===== src/lcb_pkg.sv =====
// Shared constants for the bouncing LED chase segment generator.
package lcb_pkg;

  // Strip geometry and crossfade resolution
  localparam int unsigned STRIP_LEN  = 64;
  localparam int unsigned FADE_STEPS = 240;

  // floor(x / 15) for x < 4096 as (x * RECIP_15) >> RECIP_SHIFT
  localparam logic [11:0] RECIP_15    = 12'd2185;
  localparam int unsigned RECIP_SHIFT = 15;

  // Request kinds carried in tuser
  localparam logic [1:0] REQ_TICK    = 2'd0;
  localparam logic [1:0] REQ_PIXEL   = 2'd1;
  localparam logic [1:0] REQ_RESTART = 2'd2;

  // Configuration register indexes (byte address = 4 * index)
  localparam logic [2:0] REG_COLOR_RED      = 3'd0;
  localparam logic [2:0] REG_COLOR_GREEN    = 3'd1;
  localparam logic [2:0] REG_COLOR_BLUE     = 3'd2;
  localparam logic [2:0] REG_COLOR_ALPHA    = 3'd3;
  localparam logic [2:0] REG_START_POSITION = 3'd4;
  localparam logic [2:0] REG_START_REVERSE  = 3'd5;
  localparam logic [2:0] REG_RUN_WIDTH      = 3'd6;

  localparam int unsigned PADDR_W = 5;

endpackage


===== src/led_chase_bounce_generator_core.sv =====
// Bouncing LED chase segment generator: tick, pixel query and restart processing.
// Pipeline: a pixel query result reaches the master side through the input register, then
// the result register. Throughput: one beat per cycle while no pixel query waits on a held
// result; tick and restart beats update state, no output beat.
// Reset (rst_ni low, asynchronous): configuration to its reset values, head at 0,
// moving down, both end alphas zero, both pipeline registers empty.
module led_chase_bounce_generator_core (
  input  logic                        clk_i,
  input  logic                        rst_ni,
  // Request stream
  input  logic                        s_axis_tvalid,
  output logic                        s_axis_tready,
  input  logic [15:0]                 s_axis_tdata,  // [7:0] beat_fraction, [15:8] pixel_position
  input  logic [1:0]                  s_axis_tuser,  // [1:0] req_type
  // Pixel result stream
  output logic                        m_axis_tvalid,
  input  logic                        m_axis_tready,
  output logic [31:0]                 m_axis_tdata,  // [7:0] red, [15:8] green,
                                                     // [23:16] blue, [31:24] alpha
  // Configuration port
  input  logic                        psel,
  input  logic                        penable,
  input  logic                        pwrite,
  input  logic [lcb_pkg::PADDR_W-1:0] paddr,
  input  logic [31:0]                 pwdata,
  output logic [31:0]                 prdata,
  output logic                        pready
);

  // ---------------------------------------------------------------------------
  // Configuration registers
  // ---------------------------------------------------------------------------
  logic [7:0] color_red_q, color_green_q, color_blue_q, color_alpha_q;
  logic [7:0] start_position_q;
  logic       start_reverse_q;
  logic [6:0] run_width_q;
  logic       cfg_wr;
  logic [2:0] cfg_idx;

  assign pready  = 1'b1;
  assign cfg_idx = paddr[4:2];
  assign cfg_wr  = psel & penable & pwrite & pready;

  always_ff @(posedge clk_i or negedge rst_ni) begin
    if (!rst_ni) begin
      color_red_q      <= '0;
      color_green_q    <= '0;
      color_blue_q     <= '0;
      color_alpha_q    <= '0;
      start_position_q <= '0;
      start_reverse_q  <= 1'b1;
      run_width_q      <= 7'd4;
    end else if (cfg_wr) begin
      case (cfg_idx)
        lcb_pkg::REG_COLOR_RED:      color_red_q      <= pwdata[7:0];
        lcb_pkg::REG_COLOR_GREEN:    color_green_q    <= pwdata[7:0];
        lcb_pkg::REG_COLOR_BLUE:     color_blue_q     <= pwdata[7:0];
        lcb_pkg::REG_COLOR_ALPHA:    color_alpha_q    <= pwdata[7:0];
        lcb_pkg::REG_START_POSITION: start_position_q <= pwdata[7:0];
        lcb_pkg::REG_START_REVERSE:  start_reverse_q  <= pwdata[0];
        lcb_pkg::REG_RUN_WIDTH:      run_width_q      <= pwdata[6:0];
        default: ;  // unmapped address: drop the write
      endcase
    end
  end

  // Read back the addressed register, zero for unmapped addresses
  always_comb begin
    prdata = '0;
    case (cfg_idx)
      lcb_pkg::REG_COLOR_RED:      prdata[7:0] = color_red_q;
      lcb_pkg::REG_COLOR_GREEN:    prdata[7:0] = color_green_q;
      lcb_pkg::REG_COLOR_BLUE:     prdata[7:0] = color_blue_q;
      lcb_pkg::REG_COLOR_ALPHA:    prdata[7:0] = color_alpha_q;
      lcb_pkg::REG_START_POSITION: prdata[7:0] = start_position_q;
      lcb_pkg::REG_START_REVERSE:  prdata[0]   = start_reverse_q;
      lcb_pkg::REG_RUN_WIDTH:      prdata[6:0] = run_width_q;
      default:                     prdata      = '0;
    endcase
  end

  // ---------------------------------------------------------------------------
  // Input register: capture the beat and form alpha * fraction up front so the
  // processing cycle only has the constant divide left.
  // ---------------------------------------------------------------------------
  logic        in_valid_q;
  logic [1:0]  in_kind_q;
  logic        in_frac_zero_q;
  logic        in_sat_q;
  logic [7:0]  in_pos_q;
  logic [15:0] in_prod_q;
  logic        s_accept;
  logic        advance;
  logic        out_free;

  assign out_free      = !m_axis_tvalid || m_axis_tready;
  // Non-pixel beats never touch the result register, so only a pixel query
  // waits for it.
  assign advance       = in_valid_q && ((in_kind_q != lcb_pkg::REQ_PIXEL) || out_free);
  assign s_axis_tready = !in_valid_q || advance;
  assign s_accept      = s_axis_tvalid && s_axis_tready;

  always_ff @(posedge clk_i or negedge rst_ni) begin
    if (!rst_ni) begin
      in_valid_q <= 1'b0;
    end else if (s_accept) begin
      in_valid_q <= 1'b1;
    end else if (advance) begin
      in_valid_q <= 1'b0;
    end
  end

  always_ff @(posedge clk_i) begin
    if (s_accept) begin
      in_kind_q      <= s_axis_tuser;
      in_frac_zero_q <= (s_axis_tdata[7:0] == 8'd0);
      in_sat_q       <= ({8'd0, s_axis_tdata[7:0]} >= 16'(lcb_pkg::FADE_STEPS));
      in_pos_q       <= s_axis_tdata[15:8];
      in_prod_q      <= 16'(color_alpha_q) * 16'(s_axis_tdata[7:0]);
    end
  end

  // ---------------------------------------------------------------------------
  // Segment state
  // ---------------------------------------------------------------------------
  logic [7:0] head_q, head_d;
  logic       rev_q, rev_d;
  logic [7:0] head_alpha_q, head_alpha_d;
  logic [7:0] tail_alpha_q, tail_alpha_d;

  // Crossfade amount: floor(prod / 240) = floor(floor(prod / 16) / 15)
  logic [11:0] prod_div16;
  logic [23:0] recip_prod;
  logic [7:0]  fade;
  logic        flip;
  logic        rev_move;
  logic [8:0]  head_plus_width;

  assign prod_div16 = in_prod_q[15:4];
  assign recip_prod = 24'(prod_div16) * 24'(lcb_pkg::RECIP_15);
  assign fade       = in_sat_q ? color_alpha_q : recip_prod[lcb_pkg::RECIP_SHIFT +: 8];

  // Tail end without wrap: a tail past 255 never lights
  assign head_plus_width = {1'b0, head_q} + {2'b00, run_width_q};
  assign flip = (head_q == 8'd0) || (head_plus_width >= 9'(lcb_pkg::STRIP_LEN));
  assign rev_move = in_frac_zero_q ? (rev_q ^ flip) : rev_q;

  always_comb begin
    head_d       = head_q;
    rev_d        = rev_q;
    head_alpha_d = head_alpha_q;
    tail_alpha_d = tail_alpha_q;
    if (advance) begin
      case (in_kind_q)
        lcb_pkg::REQ_TICK: begin
          // Bounce and step on the beat, then crossfade the two end pixels
          rev_d = rev_move;
          if (in_frac_zero_q) begin
            head_d = rev_move ? (head_q - 8'd1) : (head_q + 8'd1);
          end
          if (rev_move) begin
            head_alpha_d = fade;
            tail_alpha_d = color_alpha_q - fade;
          end else begin
            tail_alpha_d = fade;
            head_alpha_d = color_alpha_q - fade;
          end
        end
        lcb_pkg::REQ_RESTART: begin
          head_d       = start_position_q;
          rev_d        = start_reverse_q;
          head_alpha_d = '0;
          tail_alpha_d = '0;
        end
        default: ;  // pixel queries read state only; unknown kinds are dropped
      endcase
    end
  end

  always_ff @(posedge clk_i or negedge rst_ni) begin
    if (!rst_ni) begin
      head_q       <= '0;
      rev_q        <= 1'b1;
      head_alpha_q <= '0;
      tail_alpha_q <= '0;
    end else begin
      head_q       <= head_d;
      rev_q        <= rev_d;
      head_alpha_q <= head_alpha_d;
      tail_alpha_q <= tail_alpha_d;
    end
  end

  // ---------------------------------------------------------------------------
  // Pixel lookup and result register
  // ---------------------------------------------------------------------------
  logic [8:0]  pos_ext;
  logic [31:0] pix_rgba;
  logic        out_load;

  assign pos_ext  = {1'b0, in_pos_q};
  assign out_load = advance && (in_kind_q == lcb_pkg::REQ_PIXEL);

  // Head test wins, then strictly inside, then the tail end
  always_comb begin
    if (in_pos_q == head_q) begin
      pix_rgba = {head_alpha_q, color_blue_q, color_green_q, color_red_q};
    end else if ((in_pos_q > head_q) && (pos_ext < head_plus_width)) begin
      pix_rgba = {color_alpha_q, color_blue_q, color_green_q, color_red_q};
    end else if (pos_ext == head_plus_width) begin
      pix_rgba = {tail_alpha_q, color_blue_q, color_green_q, color_red_q};
    end else begin
      pix_rgba = '0;
    end
  end

  always_ff @(posedge clk_i or negedge rst_ni) begin
    if (!rst_ni) begin
      m_axis_tvalid <= 1'b0;
    end else if (out_load) begin
      m_axis_tvalid <= 1'b1;
    end else if (m_axis_tready) begin
      m_axis_tvalid <= 1'b0;
    end
  end

  always_ff @(posedge clk_i) begin
    if (out_load) begin
      m_axis_tdata <= pix_rgba;
    end
  end

endmodule


===== config.mk =====
export PLATFORM = sky130hd
export DESIGN_NAME = led_chase_bounce_generator_core
export DESIGN_NICKNAME = d
export VERILOG_FILES = /design/src/lcb_pkg.sv /design/src/led_chase_bounce_generator_core.sv
export SDC_FILE = /design/constraint.sdc
export NUM_CORES = 1
export LEC_CHECK = 0
export BUFFER_PORTS_ARGS = -buffer_cell sky130_fd_sc_hd__buf_2
export CAP_MARGIN = 5
export CORE_ASPECT_RATIO = 1.1
export CORE_MARGIN = 2
export CORE_UTILIZATION = 35
export CTS_CLUSTER_SIZE = 28
export DETAILED_ROUTE_END_ITERATION = 10
export GPL_TIMING_DRIVEN = 0
export HOLD_SLACK_MARGIN = 0.06
export PLACE_DENSITY = 0.61
export SLEW_MARGIN = 0
export SYNTH_ARGS = -nofsm -noshare
export SYNTH_HDL_FRONTEND = slang
export SYNTH_SLANG_ARGS = --single-unit

===== constraint.sdc =====
create_clock -name clk_i -period 5.8 [get_ports clk_i]
set_input_delay 0.58 -clock clk_i [delete_from_list [all_inputs] [get_ports clk_i]]
set_output_delay 0.58 -clock clk_i [all_outputs]
set_load 0.01 [all_outputs]

Word level (Yosys, flattened, before mapping)
Index checks and enable logic that the tools add are counted.
{"block": "word_totals", "regBits": 135, "in_bits": 62, "word_cells": 90}
{"block": "op_classes", "addsub": 4, "multipliers": 2, "n_lt_le_gt_ge": 4, "n_eq_ne": 12, "muxes": 20, "bitwise": 3, "reduce_logical": 26}
{"op": "$mux W32", "n": 3}
{"op": "$pmux W8 S2", "n": 3}
{"op": "$mux W8", "n": 5}
{"op": "$pmux W6 S6", "n": 1}
{"op": "$mul A12 B12 Y23 const B", "n": 1}
{"op": "$logic_not A8 Y1", "n": 2}
{"op": "$mul A8 B8 Y16", "n": 1}
{"op": "$reduce_and A2 Y1", "n": 8}
{"op": "$add A8 B7 Y9", "n": 1}
{"op": "$eq A3 B3 Y1 const B", "n": 3}
{"op": "$eq A8 B9 Y1", "n": 1}
{"op": "$ge A9 B7 Y1 const B", "n": 1}
{"op": "$lt A8 B9 Y1", "n": 1}
{"op": "$add A8 B1 Y8 const B", "n": 1}
{"op": "$eq A8 B8 Y1", "n": 1}
{"op": "$ge A8 B8 Y1 const B", "n": 1}
{"op": "$gt A8 B8 Y1", "n": 1}
{"op": "$sub A8 B1 Y8 const B", "n": 1}
{"op": "$sub A8 B8 Y8", "n": 1}
{"op": "$pmux W1 S7", "n": 1}
{"op": "$eq A3 B2 Y1 const B", "n": 2}
{"op": "$reduce_bool A2 Y1", "n": 3}
{"op": "$mux W1", "n": 5}
{"op": "$pmux W1 S5", "n": 1}
{"op": "14 further kinds", "n": 22}

Logic depth before layout (Yosys ltp)
{"block": "depth", "depth_word": 8, "depth_mapped": 26, "ltp_nobuf": 26}

Least setup slack after synthesis
OpenSTA, ideal clock, no wires.
{"block": "synth_timing", "path_kind": "register -> register", "start": "reg in_prod_q[11]", "end": "reg head_alpha_q[7]", "setup_ns": 0.142, "t_arrival_ns": 4.958, "required_ns": 5.658, "setup_slack_ns": 0.699, "stages_incl_launch_ff": 24, "synth_period_minus_slack_ns": 5.101, "path_cell_list": "edfxtp_1 ha_1 inv_1 fa_1 inv_1 ha_1 ha_1 ha_1 or3_1 a211oi_2 o21a_2 nor2_1 xnor2_1 o21ai_0 inv_1 ha_1 o21ai_0 a21boi_0 o21ai_0 a21oi_1 nor2_1 a32o_1 o41ai_1 o311ai_1"}
{"block": "synth_between", "elab_chain_len": 5}
{"element": "from (decl)", "line_no": "led_chase_bounce_generator_core.sv:91", "source": "logic [15:0] in_prod_q;"}
{"element": "from (signal assigned)", "line_no": "led_chase_bounce_generator_core.sv:119", "source": "in_prod_q <= 16'(color_alpha_q) * 16'(s_axis_tdata[7:0]);"}
{"element": "$mul A12 B12 Y23 *", "line_no": "led_chase_bounce_generator_core.sv:140", "source": "assign recip_prod = 24'(prod_div16) * 24'(lcb_pkg::RECIP_15);"}
{"element": "$mux W8 *", "line_no": "led_chase_bounce_generator_core.sv:141", "source": "assign fade = in_sat_q ? color_alpha_q : recip_prod[lcb_pkg::RECIP_SHIFT +: 8];"}
{"element": "$sub A8 B8 Y8", "line_no": "led_chase_bounce_generator_core.sv:166", "source": "head_alpha_d = color_alpha_q - fade;"}
{"element": "$mux W8 *", "line_no": "led_chase_bounce_generator_core.sv:161", "source": "if (rev_move) begin"}
{"element": "$pmux W8 S2 *", "line_no": "led_chase_bounce_generator_core.sv:154", "source": "case (in_kind_q)"}
{"element": "to (signal assigned)", "line_no": "led_chase_bounce_generator_core.sv:189", "source": "head_alpha_q <= head_alpha_d;"}
{"element": "to (decl)", "line_no": "led_chase_bounce_generator_core.sv:128", "source": "logic [7:0] head_alpha_q, head_alpha_d;"}
Every way passes the cells marked *; elsewhere a longest branch is shown, timed or not.
A chain may end at the register's enable or synchronous reset.

Final worst setup path
Ends and elaborated chain as after synthesis.

==> results.yml <==
status:
  status: "finished, final reports clean"
sta:
  fin_crit_ns: 5.45
  worst_pin_slew_ns: 1.17
  fmax_mhz: 184
  max_slew_margin: 0.211
  hold_viol_final: 0
  grt_setup_unrepaired: "no"
  setup-violations-final: 0
  clock_skew_ns: 0.0166
  finalMaxSlewViolations: 0
  setup_slack_ns: 0.351
  tns_ns: 0
  fin_crit_sh: 0.940
grt:
  grt_pass1_vias: 7704
  grt_pass1_wl_mm: 39.6
  grt_antenna_before_repair: 0
  grt_max_degree: 70
  grt_overflow_total: 0
  grt_use_total: 0.162
place:
  place_hpwl_mm: 18.9
  gp_congestion: 0.877
  dp_slack_ns: -0.170
  port_buffers: 73
drt:
  drc: 0
  via_count: 7635
  routed_wl_mm: 24.3
  post_drt_wl_per_cell_um: 16.2
  dr.pass1.iters: 5
  drt_iter0_markers: 383
  vias_per_cell: 5.10
  antenna_left: 0
floorplanning:
  die_area_um2: 31000
  core_um2: 29400
  die_y_um: 185
  core.rowCount: 66
  io_pins: 129
  start_util: 0.353
  die_x_um: 168
power:
  p_leak_nw: 5.62
  power_density_nw_per_um2: 549
  irDropWorstVdd_uv: 267
logic_synthesis:
  async_flop_share: 0.573
  synth_cell_type_count: 73
  syn_area_per_cell_um2: 10.5
  yosysMostFrequentCell: "ha_1"
  ys_top_cells_by_count: "ha_1 (129), inv_1 (89), nand2_1 (78)"
  ys_ff_latch: 131
  synth_ff_type: "dfrtp_1"
  postSynthCellCount: 990
  synth_edf_count: 56
  yosysTopAreaCell: "dfrtp_1"
  yosys_warnings: 0
  ys_top_cells_by_area: "dfrtp_1 (17%), edfxtp_1 (16%), ha_1 (16%), fa_1 (8.9%), mux2_2 (5.4%)"
  synth_area_um2: 10400
  synth_top_area_frac: 0.174
  yosysSeqAreaShare: 0.343
cells_and_area:
  layout.nets: 1348
  fillCellCount: 2873
  antenna_cells: 0
  syn_to_final_growth_pct: 15.8
  final-seq-area_um2: 3560
  multi_input_area_um2: 6280
  drive_gt1_frac: 0.198
critical_path:
  crit_required_ns: 6.09
  crit_arrival_ns: 5.73
  crit_fanout: 5
  endpoint_kind: "flop"
  startpoint_type: "flop"
  path_class: "reg2reg"
cts:
  numClockSinks: 131
  clkTransAtPathRegs_ns: 0.07
  root_buffer: "clkbuf_16"
  htreeDepth: 4
  clk_path_buf_depth: 2
  clk_latency_ns: 0.43
  numCtsBuffers: 17
  cts_tree: "done"
job:
  cap_violations: 0
min_path:
  hp-class: "in2reg"
[per-layer routing]
layer | up-vias | wire length, um | part of all wire | GRT usage
met5 | - | 0 | 0 | 0
met4 | 0 | 512 | 0.021 | 0.0486
met3 | 40 | 1070 | 0.044 | 0.0260
met2 | 180 | 12100 | 0.50 | 0.283
met1 | 3732 | 10600 | 0.44 | 0.206
li1 | 3683 | - | - | -
[flip-flops by register name, indices dropped and copies added (netlist names)]
signal	flops
in_sat_q	1
color_blue_q	8
m_axis_tdata	32
rev_q	1
head_q	8
in_pos_q	8
tail_alpha_q	8
run_width_q	7
in_valid_q	1
color_green_q	8
color_red_q	8
m_axis_tvalid	1
color_alpha_q	8
in_prod_q	12
in_kind_q	2
head_alpha_q	8
start_reverse_q	1
start_position_q	8
in_frac_zero_q	1
[per-stage QoR]
step | utilization | instances | hold WS [ns] | total power, mW | area [um^2]
floorplan | - | 1013 | 0.284 | 4.50 | 10500
global placement | 0.384 | 1460 | 0.467 | 5.36 | 11300
detailed placement | 0.387 | 1463 | 0.421 | 5.46 | 11400
CTS | 0.408 | 1496 | 0.318 | 6.61 | 12000
global route | 0.409 | 1498 | 0.312 | 7.32 | 12000
finish | 0.409 | 1498 | 0.328 | 6.60 | 12000
[power breakdown]
| group | switching, mW | total [mW] | internal (mW) | leakage, nW |
|---|---|---|---|---|
| clock network | 0.474 | 1.08 | 0.611 | 0.289 |
| logic | 2.29 | 4.08 | 1.80 | 3.85 |
| registers | 0.200 | 1.43 | 1.23 | 1.48 |
| total | 2.96 | 6.60 | 3.64 | 5.62 |
[cells in the final DEF, fill, tap and decap left out, types with 6 or more instances in the layout]
master       n
nand4_1      6
or3_1        7
clkbuf_16   17
nand3_1     10
mux2_2      50
edfxtp_1    56
xnor2_1     24
mux2i_1     11
buf_4       28
nor2_1      47
nor4b_1      6
nor3_1      13
a21oi_1     40
o21ai_0     25
a21o_1       7
inv_1       89
nand2_1     78
a22oi_1      8
a221o_1     10
and2_1      55
ha_1       129
xor2_1       8
clkbuf_1    29
dfrtp_1     72
buf_2       75
nor2b_1     10
nand2b_1    12
a211oi_1     8
fa_1        46
conb_1      25
[worst max-delay path, cell delays in order (launching register included)]
cell and delay [ns]:
edfxtp_1 0.45, ha_1 0.37, inv_1 0.07, fa_1 0.50, inv_1 0.04, ha_1 0.28
ha_1 0.29, ha_1 0.23, or3_1 0.34, a211oi_2 0.21, o21a_2 0.22, nor2_1 0.07
xnor2_1 0.19, o21ai_2 0.18, inv_1 0.06, ha_1 0.31, o21ai_1 0.11, a21boi_1 0.22
o21ai_1 0.12, a21oi_2 0.23, nor2_2 0.10, a32o_1 0.28, o41ai_2 0.31, o311ai_1 0.15
[layout make-up]
class,instances,area share
plain buffers,60,0.0269
clock buffers,17,0.0354
clock inverters,15,0.0134
inverters,90,0.0281
multi-input cells,732,0.523
flip-flops and latches,131,0.296
well taps,374,0.0389
repair buffers,79,0.0379
[kinds of logic (layout without fill, tap and decap cells)]
family,after synthesis,count (layout),share of synthesized area
mux,65,65,0.0728
compound gates,164,164,0.111
buf+inv,150,261,0.0637
fa+ha+maj,175,175,0.244
flops,131,131,0.343
xor+xnor,34,34,0.0294
simple gates,269,269,0.135
other cells,2,25,0.000724
[final timing paths]
kind	start	endpoint	cells after the start	slack, ns
min in group asynchronous	rst_ni	m_axis_tvalid	2	0.54
worst max register to register	in_prod_q[11]	head_alpha_q[7]	23	0.35
worst min register to register	head_alpha_q[2]	head_alpha_q[2]	2	0.48
worst max-delay path	in_prod_q[11]	head_alpha_q[7]	23	0.35
worst min-delay path	s_axis_tuser[1]	in_kind_q[1]	1	0.33
max in group asynchronous	rst_ni	start_reverse_q	3	4.65
[timing repair]
item                       in CTS  in global routing
setup endpoints to repair       1                  2
pin swaps                       2                  3
cloned                          0                  0
hold buffers                    1                  0
buffers inserted                0                  2
gates resized for setup         4                  8
hold endpoints to repair        6                  0
Power figures use the tool's default switching activity.
